## config.mk

```make
export PLATFORM = sky130hd
export DESIGN_NAME = sm3_hash_engine_flat
export DESIGN_NICKNAME = d
export VERILOG_FILES = /design/src/hdl/sm3_pkg.sv /design/src/hdl/sm3_stream_if.sv /design/src/hdl/sm3_hash_engine.sv /design/src/flat_wrapper.sv
export SDC_FILE = /design/constraint.sdc
export NUM_CORES = 2
export LEC_CHECK = 0
export BUFFER_PORTS_ARGS = -buffer_cell sky130_fd_sc_hd__buf_2
export CAP_MARGIN = 5
export CORE_UTILIZATION = 64
export DETAILED_ROUTE_END_ITERATION = 12
export PLACE_DENSITY = 0.81
export SYNTH_ARGS = -nofsm -noshare
export SYNTH_HDL_FRONTEND = slang
export SYNTH_SLANG_ARGS = --single-unit
```

## constraint.sdc

```tcl
create_clock -name clk_i -period 46.8 [get_ports clk_i]
set_input_delay 9.36 -clock clk_i [delete_from_list [all_inputs] [get_ports clk_i]]
set_output_delay 9.36 -clock clk_i [all_outputs]
set_load 0.01 [all_outputs]
```

## src/hdl/sm3_pkg.sv

```systemverilog
// sm3 hash engine package: states, initial value, round helper functions
// no dependencies
`default_nettype none

package sm3_pkg;

  localparam int unsigned WordW   = 32;
  localparam int unsigned BlkWords = 16;
  localparam int unsigned Rounds  = 64;

  localparam logic [WordW-1:0] TjLow  = 32'h79CC4519;
  localparam logic [WordW-1:0] TjHigh = 32'h7A879D8A;
  localparam logic [WordW-1:0] PadWord = 32'h80000000;

  localparam logic [WordW-1:0] Iv [8] = '{
    32'h7380166F, 32'h4914B2B9, 32'h172442D7, 32'hDA8A0600,
    32'hA96F30BC, 32'h163138AA, 32'hE38DEE4D, 32'hB0FB0E4E
  };

  typedef enum logic [2:0] {
    ST_IDLE,
    ST_PAD,
    ST_COMP,
    ST_FOLD,
    ST_OUT
  } sm3_state_e;

  function automatic logic [WordW-1:0] rol(input logic [WordW-1:0] x, input logic [4:0] n);
    logic [2*WordW-1:0] t;
    t = {x, x} << n;
    return t[2*WordW-1:WordW];
  endfunction

  function automatic logic [WordW-1:0] perm0(input logic [WordW-1:0] x);
    return x ^ rol(x, 5'd9) ^ rol(x, 5'd17);
  endfunction

  function automatic logic [WordW-1:0] perm1(input logic [WordW-1:0] x);
    return x ^ rol(x, 5'd15) ^ rol(x, 5'd23);
  endfunction

  // keeps the first nv bytes and appends the 0x80 marker after them
  function automatic logic [WordW-1:0] tail_word(input logic [WordW-1:0] w,
                                                 input logic [1:0] nv);
    logic [WordW-1:0] r;
    unique case (nv)
      2'd0: r = PadWord;
      2'd1: r = {w[31:24], 24'h800000};
      2'd2: r = {w[31:16], 16'h8000};
      2'd3: r = {w[31:8], 8'h80};
      default: r = PadWord;
    endcase
    return r;
  endfunction

endpackage

`default_nettype wire

```

## src/hdl/sm3_stream_if.sv

```systemverilog
// sm3 stream interfaces: message word channel and digest word channel
// depends on nothing
`default_nettype none

interface sm3_in_if;
  logic        valid;
  logic        ready;
  logic [31:0] message_word;
  logic [2:0]  bytes_valid;
  logic        last_word;
  modport source (output valid, message_word, bytes_valid, last_word, input ready);
  modport sink (input valid, message_word, bytes_valid, last_word, output ready);
endinterface

interface sm3_out_if;
  logic        valid;
  logic        ready;
  logic [31:0] digest_word;
  logic [2:0]  word_index;
  logic        digest_last;
  modport source (output valid, digest_word, word_index, digest_last, input ready);
  modport sink (input valid, digest_word, word_index, digest_last, output ready);
endinterface

`default_nettype wire

```

## src/hdl/sm3_hash_engine.sv

```systemverilog
// SM3 hash engine top level: one shared round unit under a small sequencer.
// The message arrives one big-endian word per handshake, and every 16th word (and the padding
// of the last block) starts a compression, one round per cycle, followed by a fold of the
// working state into the chaining value. The input is not ready while a compression, the
// fold, the padding words or the eight digest words run.
// Depends on sm3_pkg and sm3_stream_if.
`default_nettype none

module sm3_hash_engine (
  input  wire logic  clk_i,
  input  wire logic  rst_ni,
  sm3_in_if.sink     msg_i,
  sm3_out_if.source  dig_o
);

  sm3_pkg::sm3_state_e state_q, state_d;

  logic [31:0] chain_q [8];
  logic [31:0] wr_q    [8];
  logic [31:0] w_q     [16];
  logic [3:0]  fill_q;
  logic [63:0] len_q;
  logic [5:0]  rnd_q;
  logic [2:0]  idx_q;
  logic        fin_q, need80_q, lenok_q, done_q;

  logic        in_acc, out_acc;
  logic [2:0]  nv;
  logic [31:0] pad_w;
  logic [31:0] a12, tj, ss1, ss2, ff, gg, tt1, tt2, wnew;

  assign in_acc  = msg_i.valid && msg_i.ready;
  assign out_acc = dig_o.valid && dig_o.ready;
  assign nv = (!msg_i.last_word || msg_i.bytes_valid > 3'd4) ? 3'd4 : msg_i.bytes_valid;

  assign msg_i.ready       = (state_q == sm3_pkg::ST_IDLE);
  assign dig_o.valid       = (state_q == sm3_pkg::ST_OUT);
  assign dig_o.digest_word = chain_q[idx_q];
  assign dig_o.word_index  = idx_q;
  assign dig_o.digest_last = (idx_q == 3'd7);

  always_comb begin
    if (need80_q) begin
      pad_w = sm3_pkg::PadWord;
    end else if (lenok_q && fill_q == 4'd14) begin
      pad_w = len_q[63:32];
    end else if (lenok_q && fill_q == 4'd15) begin
      pad_w = len_q[31:0];
    end else begin
      pad_w = '0;
    end
  end

  always_comb begin
    a12 = sm3_pkg::rol(wr_q[0], 5'd12);
    tj  = (rnd_q < 6'd16) ? sm3_pkg::TjLow : sm3_pkg::TjHigh;
    ss1 = sm3_pkg::rol(a12 + wr_q[4] + sm3_pkg::rol(tj, rnd_q[4:0]), 5'd7);
    ss2 = ss1 ^ a12;
    if (rnd_q < 6'd16) begin
      ff = wr_q[0] ^ wr_q[1] ^ wr_q[2];
      gg = wr_q[4] ^ wr_q[5] ^ wr_q[6];
    end else begin
      ff = (wr_q[0] & wr_q[1]) | (wr_q[0] & wr_q[2]) | (wr_q[1] & wr_q[2]);
      gg = (wr_q[4] & wr_q[5]) | (~wr_q[4] & wr_q[6]);
    end
    tt1  = ff + wr_q[3] + ss2 + (w_q[0] ^ w_q[4]);
    tt2  = gg + wr_q[7] + ss1 + w_q[0];
    wnew = sm3_pkg::perm1(w_q[0] ^ w_q[7] ^ sm3_pkg::rol(w_q[13], 5'd15))
           ^ sm3_pkg::rol(w_q[3], 5'd7) ^ w_q[10];
  end

  always_comb begin
    state_d = state_q;
    unique case (state_q)
      sm3_pkg::ST_IDLE: begin
        if (in_acc) begin
          if (fill_q == 4'd15) begin
            state_d = sm3_pkg::ST_COMP;
          end else if (msg_i.last_word) begin
            state_d = sm3_pkg::ST_PAD;
          end
        end
      end
      sm3_pkg::ST_PAD: begin
        if (fill_q == 4'd15) begin
          state_d = sm3_pkg::ST_COMP;
        end
      end
      sm3_pkg::ST_COMP: begin
        if (rnd_q == 6'd63) begin
          state_d = sm3_pkg::ST_FOLD;
        end
      end
      sm3_pkg::ST_FOLD: begin
        if (!fin_q) begin
          state_d = sm3_pkg::ST_IDLE;
        end else if (done_q) begin
          state_d = sm3_pkg::ST_OUT;
        end else begin
          state_d = sm3_pkg::ST_PAD;
        end
      end
      sm3_pkg::ST_OUT: begin
        if (out_acc && idx_q == 3'd7) begin
          state_d = sm3_pkg::ST_IDLE;
        end
      end
      default: state_d = sm3_pkg::ST_IDLE;
    endcase
  end

  always_ff @(posedge clk_i or negedge rst_ni) begin
    if (!rst_ni) begin
      state_q <= sm3_pkg::ST_IDLE;
    end else begin
      state_q <= state_d;
    end
  end

  always_ff @(posedge clk_i or negedge rst_ni) begin
    if (!rst_ni) begin
      chain_q  <= sm3_pkg::Iv;
      fill_q   <= '0;
      len_q    <= '0;
      rnd_q    <= '0;
      idx_q    <= '0;
      fin_q    <= 1'b0;
      need80_q <= 1'b0;
      lenok_q  <= 1'b0;
      done_q   <= 1'b0;
    end else begin
      unique case (state_q)
        sm3_pkg::ST_IDLE: begin
          if (in_acc) begin
            len_q  <= len_q + {58'd0, nv, 3'd0};
            fill_q <= fill_q + 4'd1;
            if (msg_i.last_word) begin
              fin_q <= 1'b1;
              if (nv == 3'd4) begin
                w_q[fill_q] <= msg_i.message_word;
                need80_q    <= 1'b1;
              end else begin
                w_q[fill_q] <= sm3_pkg::tail_word(msg_i.message_word, nv[1:0]);
                lenok_q     <= (fill_q <= 4'd13);
              end
            end else begin
              w_q[fill_q] <= msg_i.message_word;
            end
            if (fill_q == 4'd15) begin
              wr_q <= chain_q;
            end
          end
        end
        sm3_pkg::ST_PAD: begin
          w_q[fill_q] <= pad_w;
          fill_q      <= fill_q + 4'd1;
          if (need80_q) begin
            need80_q <= 1'b0;
            lenok_q  <= (fill_q <= 4'd13);
          end
          if (!need80_q && lenok_q && fill_q == 4'd15) begin
            done_q <= 1'b1;
          end
          if (fill_q == 4'd15) begin
            wr_q <= chain_q;
          end
        end
        sm3_pkg::ST_COMP: begin
          wr_q[3] <= wr_q[2];
          wr_q[2] <= sm3_pkg::rol(wr_q[1], 5'd9);
          wr_q[1] <= wr_q[0];
          wr_q[0] <= tt1;
          wr_q[7] <= wr_q[6];
          wr_q[6] <= sm3_pkg::rol(wr_q[5], 5'd19);
          wr_q[5] <= wr_q[4];
          wr_q[4] <= sm3_pkg::perm0(tt2);
          for (int i = 0; i < 15; i++) begin
            w_q[i] <= w_q[i+1];
          end
          w_q[15] <= wnew;
          rnd_q   <= rnd_q + 6'd1;
        end
        sm3_pkg::ST_FOLD: begin
          for (int i = 0; i < 8; i++) begin
            chain_q[i] <= chain_q[i] ^ wr_q[i];
          end
          if (fin_q && !need80_q) begin
            lenok_q <= 1'b1;
          end
        end
        sm3_pkg::ST_OUT: begin
          if (out_acc) begin
            idx_q <= idx_q + 3'd1;
            if (idx_q == 3'd7) begin
              chain_q  <= sm3_pkg::Iv;
              fill_q   <= '0;
              len_q    <= '0;
              fin_q    <= 1'b0;
              need80_q <= 1'b0;
              lenok_q  <= 1'b0;
              done_q   <= 1'b0;
            end
          end
        end
        default: ;
      endcase
    end
  end

  // digest words never overlap message intake
  assert property (@(posedge clk_i) disable iff (!rst_ni) dig_o.valid |-> !msg_i.ready)
    else $error("digest valid while accepting input");

  // round counter rests at zero outside a compression
  assert property (@(posedge clk_i) disable iff (!rst_ni)
    (state_q != sm3_pkg::ST_COMP) |-> (rnd_q == 6'd0))
    else $error("round counter not idle");

  // last digest word rearms the length counter
  assert property (@(posedge clk_i) disable iff (!rst_ni)
    (out_acc && dig_o.digest_last) |=> (len_q == 64'd0 && fill_q == 4'd0))
    else $error("message state not cleared");

  // a compression always runs 64 rounds then folds
  assert property (@(posedge clk_i) disable iff (!rst_ni)
    (state_q == sm3_pkg::ST_COMP && rnd_q == 6'd63) |=> (state_q == sm3_pkg::ST_FOLD))
    else $error("compression length wrong");

endmodule

`default_nettype wire
```

## src/flat_wrapper.sv

```systemverilog
// flat-port wrapper written by rule: the top's interface ports become plain ports
module sm3_hash_engine_flat 
  (clk_i, rst_ni, msg_i_valid, msg_i_message_word, msg_i_bytes_valid, msg_i_last_word, msg_i_ready, dig_o_valid, dig_o_digest_word, dig_o_word_index, dig_o_digest_last, dig_o_ready);
  sm3_in_if msg_i_i ();
  sm3_out_if dig_o_i ();
  input  wire logic clk_i;
  input  wire logic rst_ni;
  input wire logic [$bits(msg_i_i.valid)-1:0] msg_i_valid;
  input wire logic [$bits(msg_i_i.message_word)-1:0] msg_i_message_word;
  input wire logic [$bits(msg_i_i.bytes_valid)-1:0] msg_i_bytes_valid;
  input wire logic [$bits(msg_i_i.last_word)-1:0] msg_i_last_word;
  output wire logic [$bits(msg_i_i.ready)-1:0] msg_i_ready;
  output wire logic [$bits(dig_o_i.valid)-1:0] dig_o_valid;
  output wire logic [$bits(dig_o_i.digest_word)-1:0] dig_o_digest_word;
  output wire logic [$bits(dig_o_i.word_index)-1:0] dig_o_word_index;
  output wire logic [$bits(dig_o_i.digest_last)-1:0] dig_o_digest_last;
  input wire logic [$bits(dig_o_i.ready)-1:0] dig_o_ready;
  assign msg_i_i.valid = msg_i_valid;
  assign msg_i_i.message_word = msg_i_message_word;
  assign msg_i_i.bytes_valid = msg_i_bytes_valid;
  assign msg_i_i.last_word = msg_i_last_word;
  assign msg_i_ready = msg_i_i.ready;
  assign dig_o_valid = dig_o_i.valid;
  assign dig_o_digest_word = dig_o_i.digest_word;
  assign dig_o_word_index = dig_o_i.word_index;
  assign dig_o_digest_last = dig_o_i.digest_last;
  assign dig_o_i.ready = dig_o_ready;
  sm3_hash_engine u_core (.clk_i(clk_i), .rst_ni(rst_ni), .msg_i(msg_i_i), .dig_o(dig_o_i));
endmodule
```

==> metrics.md <==
| Metric | Value |
|---|---|
| Status | finished, violations left |
| Failing checks | DRC |
| Core Footprint | 0.0970 mm² |
| Vias in the first global route | 45687 |
| Highest net fanout along the worst path | 34 |
| Initial Util | 64.8% |
| Clk_skew | 60.7 ps |
| Worst-case reg-to-reg path depth | 40 |
| Total track usage | 39.8% |
| RSZ-0062 raised after global routing | false |
| H-Tree Depth | 3 |
| CP endpoint kind | output pin |
| CP top delay family | flip-flops |
| # DRC | 6 |
| Min-Delay Path Class | reg2reg |
| Chip width | 315 µm |
| Max-slew violations | 0 |
| ANT nets after route | 0 |
| Wire per inst | 26.2 µm |
| GP Congestion | 1.04 |
| Avg Synthesized Cell Area | 10.1 µm² |
| CP bufs+invs | 2 |
| Dominant cells by area after synthesis | edfxtp_1 (37%), nand2_1 (10%), dfrtp_1 (8.7%) |
| Yosys top cell area share | 36.7% |
| Area Growth Syn to Fin | 8.17% |
| CTS tree | built |
| Worst slew pin tran | 1300 ps |
| CP startpoint | u_core.dig_o.word_index[0] |
| R2r endpoint | u_core.a12[10] |
| Critical Path Sink | dig_o_digest_word[30] |
| Num CTS Buffers | 111 |
| Register area share after synthesis | 50.3% |
| Mapped cell area | 0.0629 mm² |
| # IOs | 78 |
| EDFF count, synth | 768 |
| Crit Path Class | reg2out |
| Vias per std cell | 6.40 |
| Critical path arrival | 3830 ps |
| IO Port Bufs | 77 |
| Final TNS setup | 0 ps |
| CTS max path bufs | 3 |
| Crit-path slowest cell | dfrtp_4 |
| Total gr overflow | 0 |
| Initial antenna violation count | 12 |
| Gate Count Post-Synth | 6221 |
| Global-route wire length before repair | 290000 µm |
| Worst r2r src | u_core.rnd_q[4] |
| Post-CTS sizing | 0 |
| Post CTS Setup Buffer Count | 0 |
| Setup-violating endpoint count in the final report | 0 |
| CP Depth | 4 |
| Final period util | 28.2% |
| Ys flop type | edfxtp_1 |
| Clk Latency, worst-skew pair | 770 ps |
| Rows | 114 |
| Hold Fails Final Rpt | 0 |
| Synthesized Nets | 6557 |
| TritonRoute pass-1 iters | 11 |
| FF+latch count, synth | 1105 |
| Area leader, netlist | edfxtp_1 |
| Crit path cell chain | buf_4 -> mux4_2 -> mux2_2 -> buf_2 |
| Max_slew headroom | 13.0% |
| Die Span Y | 315 µm |
| Clk slew on worst S/H paths | 60 ps |
| Hold bufs inserted after CTS | 0 |
| Clock Tree Root | clkbuf_16 |
| Largest net degree at the start of global routing | 157 |
| Routed via count | 48216 |
| Tmin final | 13190 ps |
| Proportion of layout cells with a drive suffix above 1 | 9.42% |
| FF-to-FF setup slack | 34250 ps |
| Initial drt markers | 6477 |
| Crit-path max cell delay | 1020 ps |
| Die area | 0.0995 mm² |
| Netlist cell types | 82 |
| Ys Warns | 0 |
| Req. time, crit path | 37440 ps |
| Critical path launch point type | flip-flop |
| Nets | 6491 |
| Final wirelength | 198000 µm |
| Max-capacitance violation count | 0 |
| Detailed Place HPWL | 136000 µm |
| Async SR Flop Fraction | 30.5% |
| Max Fclk | 75.8 MHz |
| Num Clock Sinks | 1105 |
-- layer usage --
layer | vias up | GRT usage [%] | wire [µm]
met3 | 653 | 7.86 | 20500
met1 | 23605 | 50.4 | 69400
li1 | 20942 | - | -
met2 | 3008 | 61.0 | 89700
met5 | - | 0 | 68
met4 | 8 | 30.2 | 17900
-- flip-flops by register name, indices dropped and copies added, names as in the netlist, 3 cells and up --
name,cells
u_core.a12,32
u_core.chain_q,256
u_core.dig_o.word_index,3
u_core.fill_q,4
u_core.len_q,61
u_core.rnd_q,6
u_core.state_q,3
u_core.w_q,512
u_core.wr_q,224
-- layout by cell type (no fill, tap or decap), types with 107 or more instances in the layout --
| cell | instances |
|---|---|
| dfstp_2 | 119 |
| xor2_1 | 226 |
| o21ai_0 | 487 |
| inv_1 | 299 |
| nor2_1 | 257 |
| ha_1 | 107 |
| xnor2_1 | 361 |
| a21oi_1 | 248 |
| edfxtp_1 | 768 |
| nand2_1 | 1735 |
| fa_1 | 189 |
| clkbuf_16 | 112 |
| dfrtp_1 | 215 |
-- final cells by class --
type                       instances  area [µm²]
inverter                         300        1130
sequential                      1105       31700
clock buffer                     159        3130
antenna                            5        12.5
timing repair buffer             135         868
tap                             1276        1600
fill                            6988       29000
clock inverter                    52         597
multi-input combinational       4502       29000
-- Yosys cell counts, types with 26 or more instances --
library cell	count
a21o_1	104
and3_1	103
nand3_1	92
a22oi_1	30
nand2_1	1746
inv_1	299
fa_1	189
a21oi_1	248
dfstp_2	119
mux4_2	64
edfxtp_1	768
o21ai_0	489
mux2i_1	68
xnor2_1	361
nor3_1	26
a31oi_1	29
or3_1	102
buf_1	29
xor2_1	226
dfrtp_1	218
nor2_1	263
ha_1	107
mux2_2	50
clkbuf_1	281
-- worst min-delay path by stage --
stage	startpoint	end	slack, ps	cells after the start
finish	u_core.w_q[12][16]	u_core.w_q[11][16]	500	2
floorplan	u_core.len_q[5]	u_core.len_q[5]	480	2
global route	u_core.w_q[12][16]	u_core.w_q[11][16]	520	2
CTS	u_core.w_q[12][16]	u_core.w_q[11][16]	510	2
detailed placement	u_core.w_q[1][25]	u_core.w_q[0][25]	500	2
global placement	u_core.w_q[9][8]	u_core.w_q[8][8]	490	2
-- kinds of logic after synthesis --
family          synth area share [%]
mux                             4.27
compound gates                  9.35
flops                           50.3
xor+xnor                        8.25
fa+ha+maj                       8.16
buf+inv                         3.69
simple gates                    15.9
-- worst reg2reg max path: cells and delay by family (launching register included) --
family                   cells  cell delay, ps
buffers and inverters        5            1860
flip-flops                   1             320
AND/OR/NAND/NOR              6             790
multiplexers                 1             200
adder cells (fa/ha/maj)      7            3000
XOR/XNOR                     2             700
AO/OA/AOI/OAI               19            5460
-- through the flow --
stage          util [%]  std cells  hold WS (ps)  setup slack (ps)  instance area (µm²)
2_1_floorplan         -       6221           478             17840                62900
3_3_place_gp       66.3       7317           494             33370                64300
3_5_place_dp       66.3       7317           499             33280                64300
4_1_cts            70.1       7528           507             33570                68000
5_1_grt            70.1       7529           520             33460                68000
6_report           70.1       7534           505             33610                68000
Power is not shown: default switching activity piles up to over one toggle a cycle in this logic, so the estimate is an artifact.
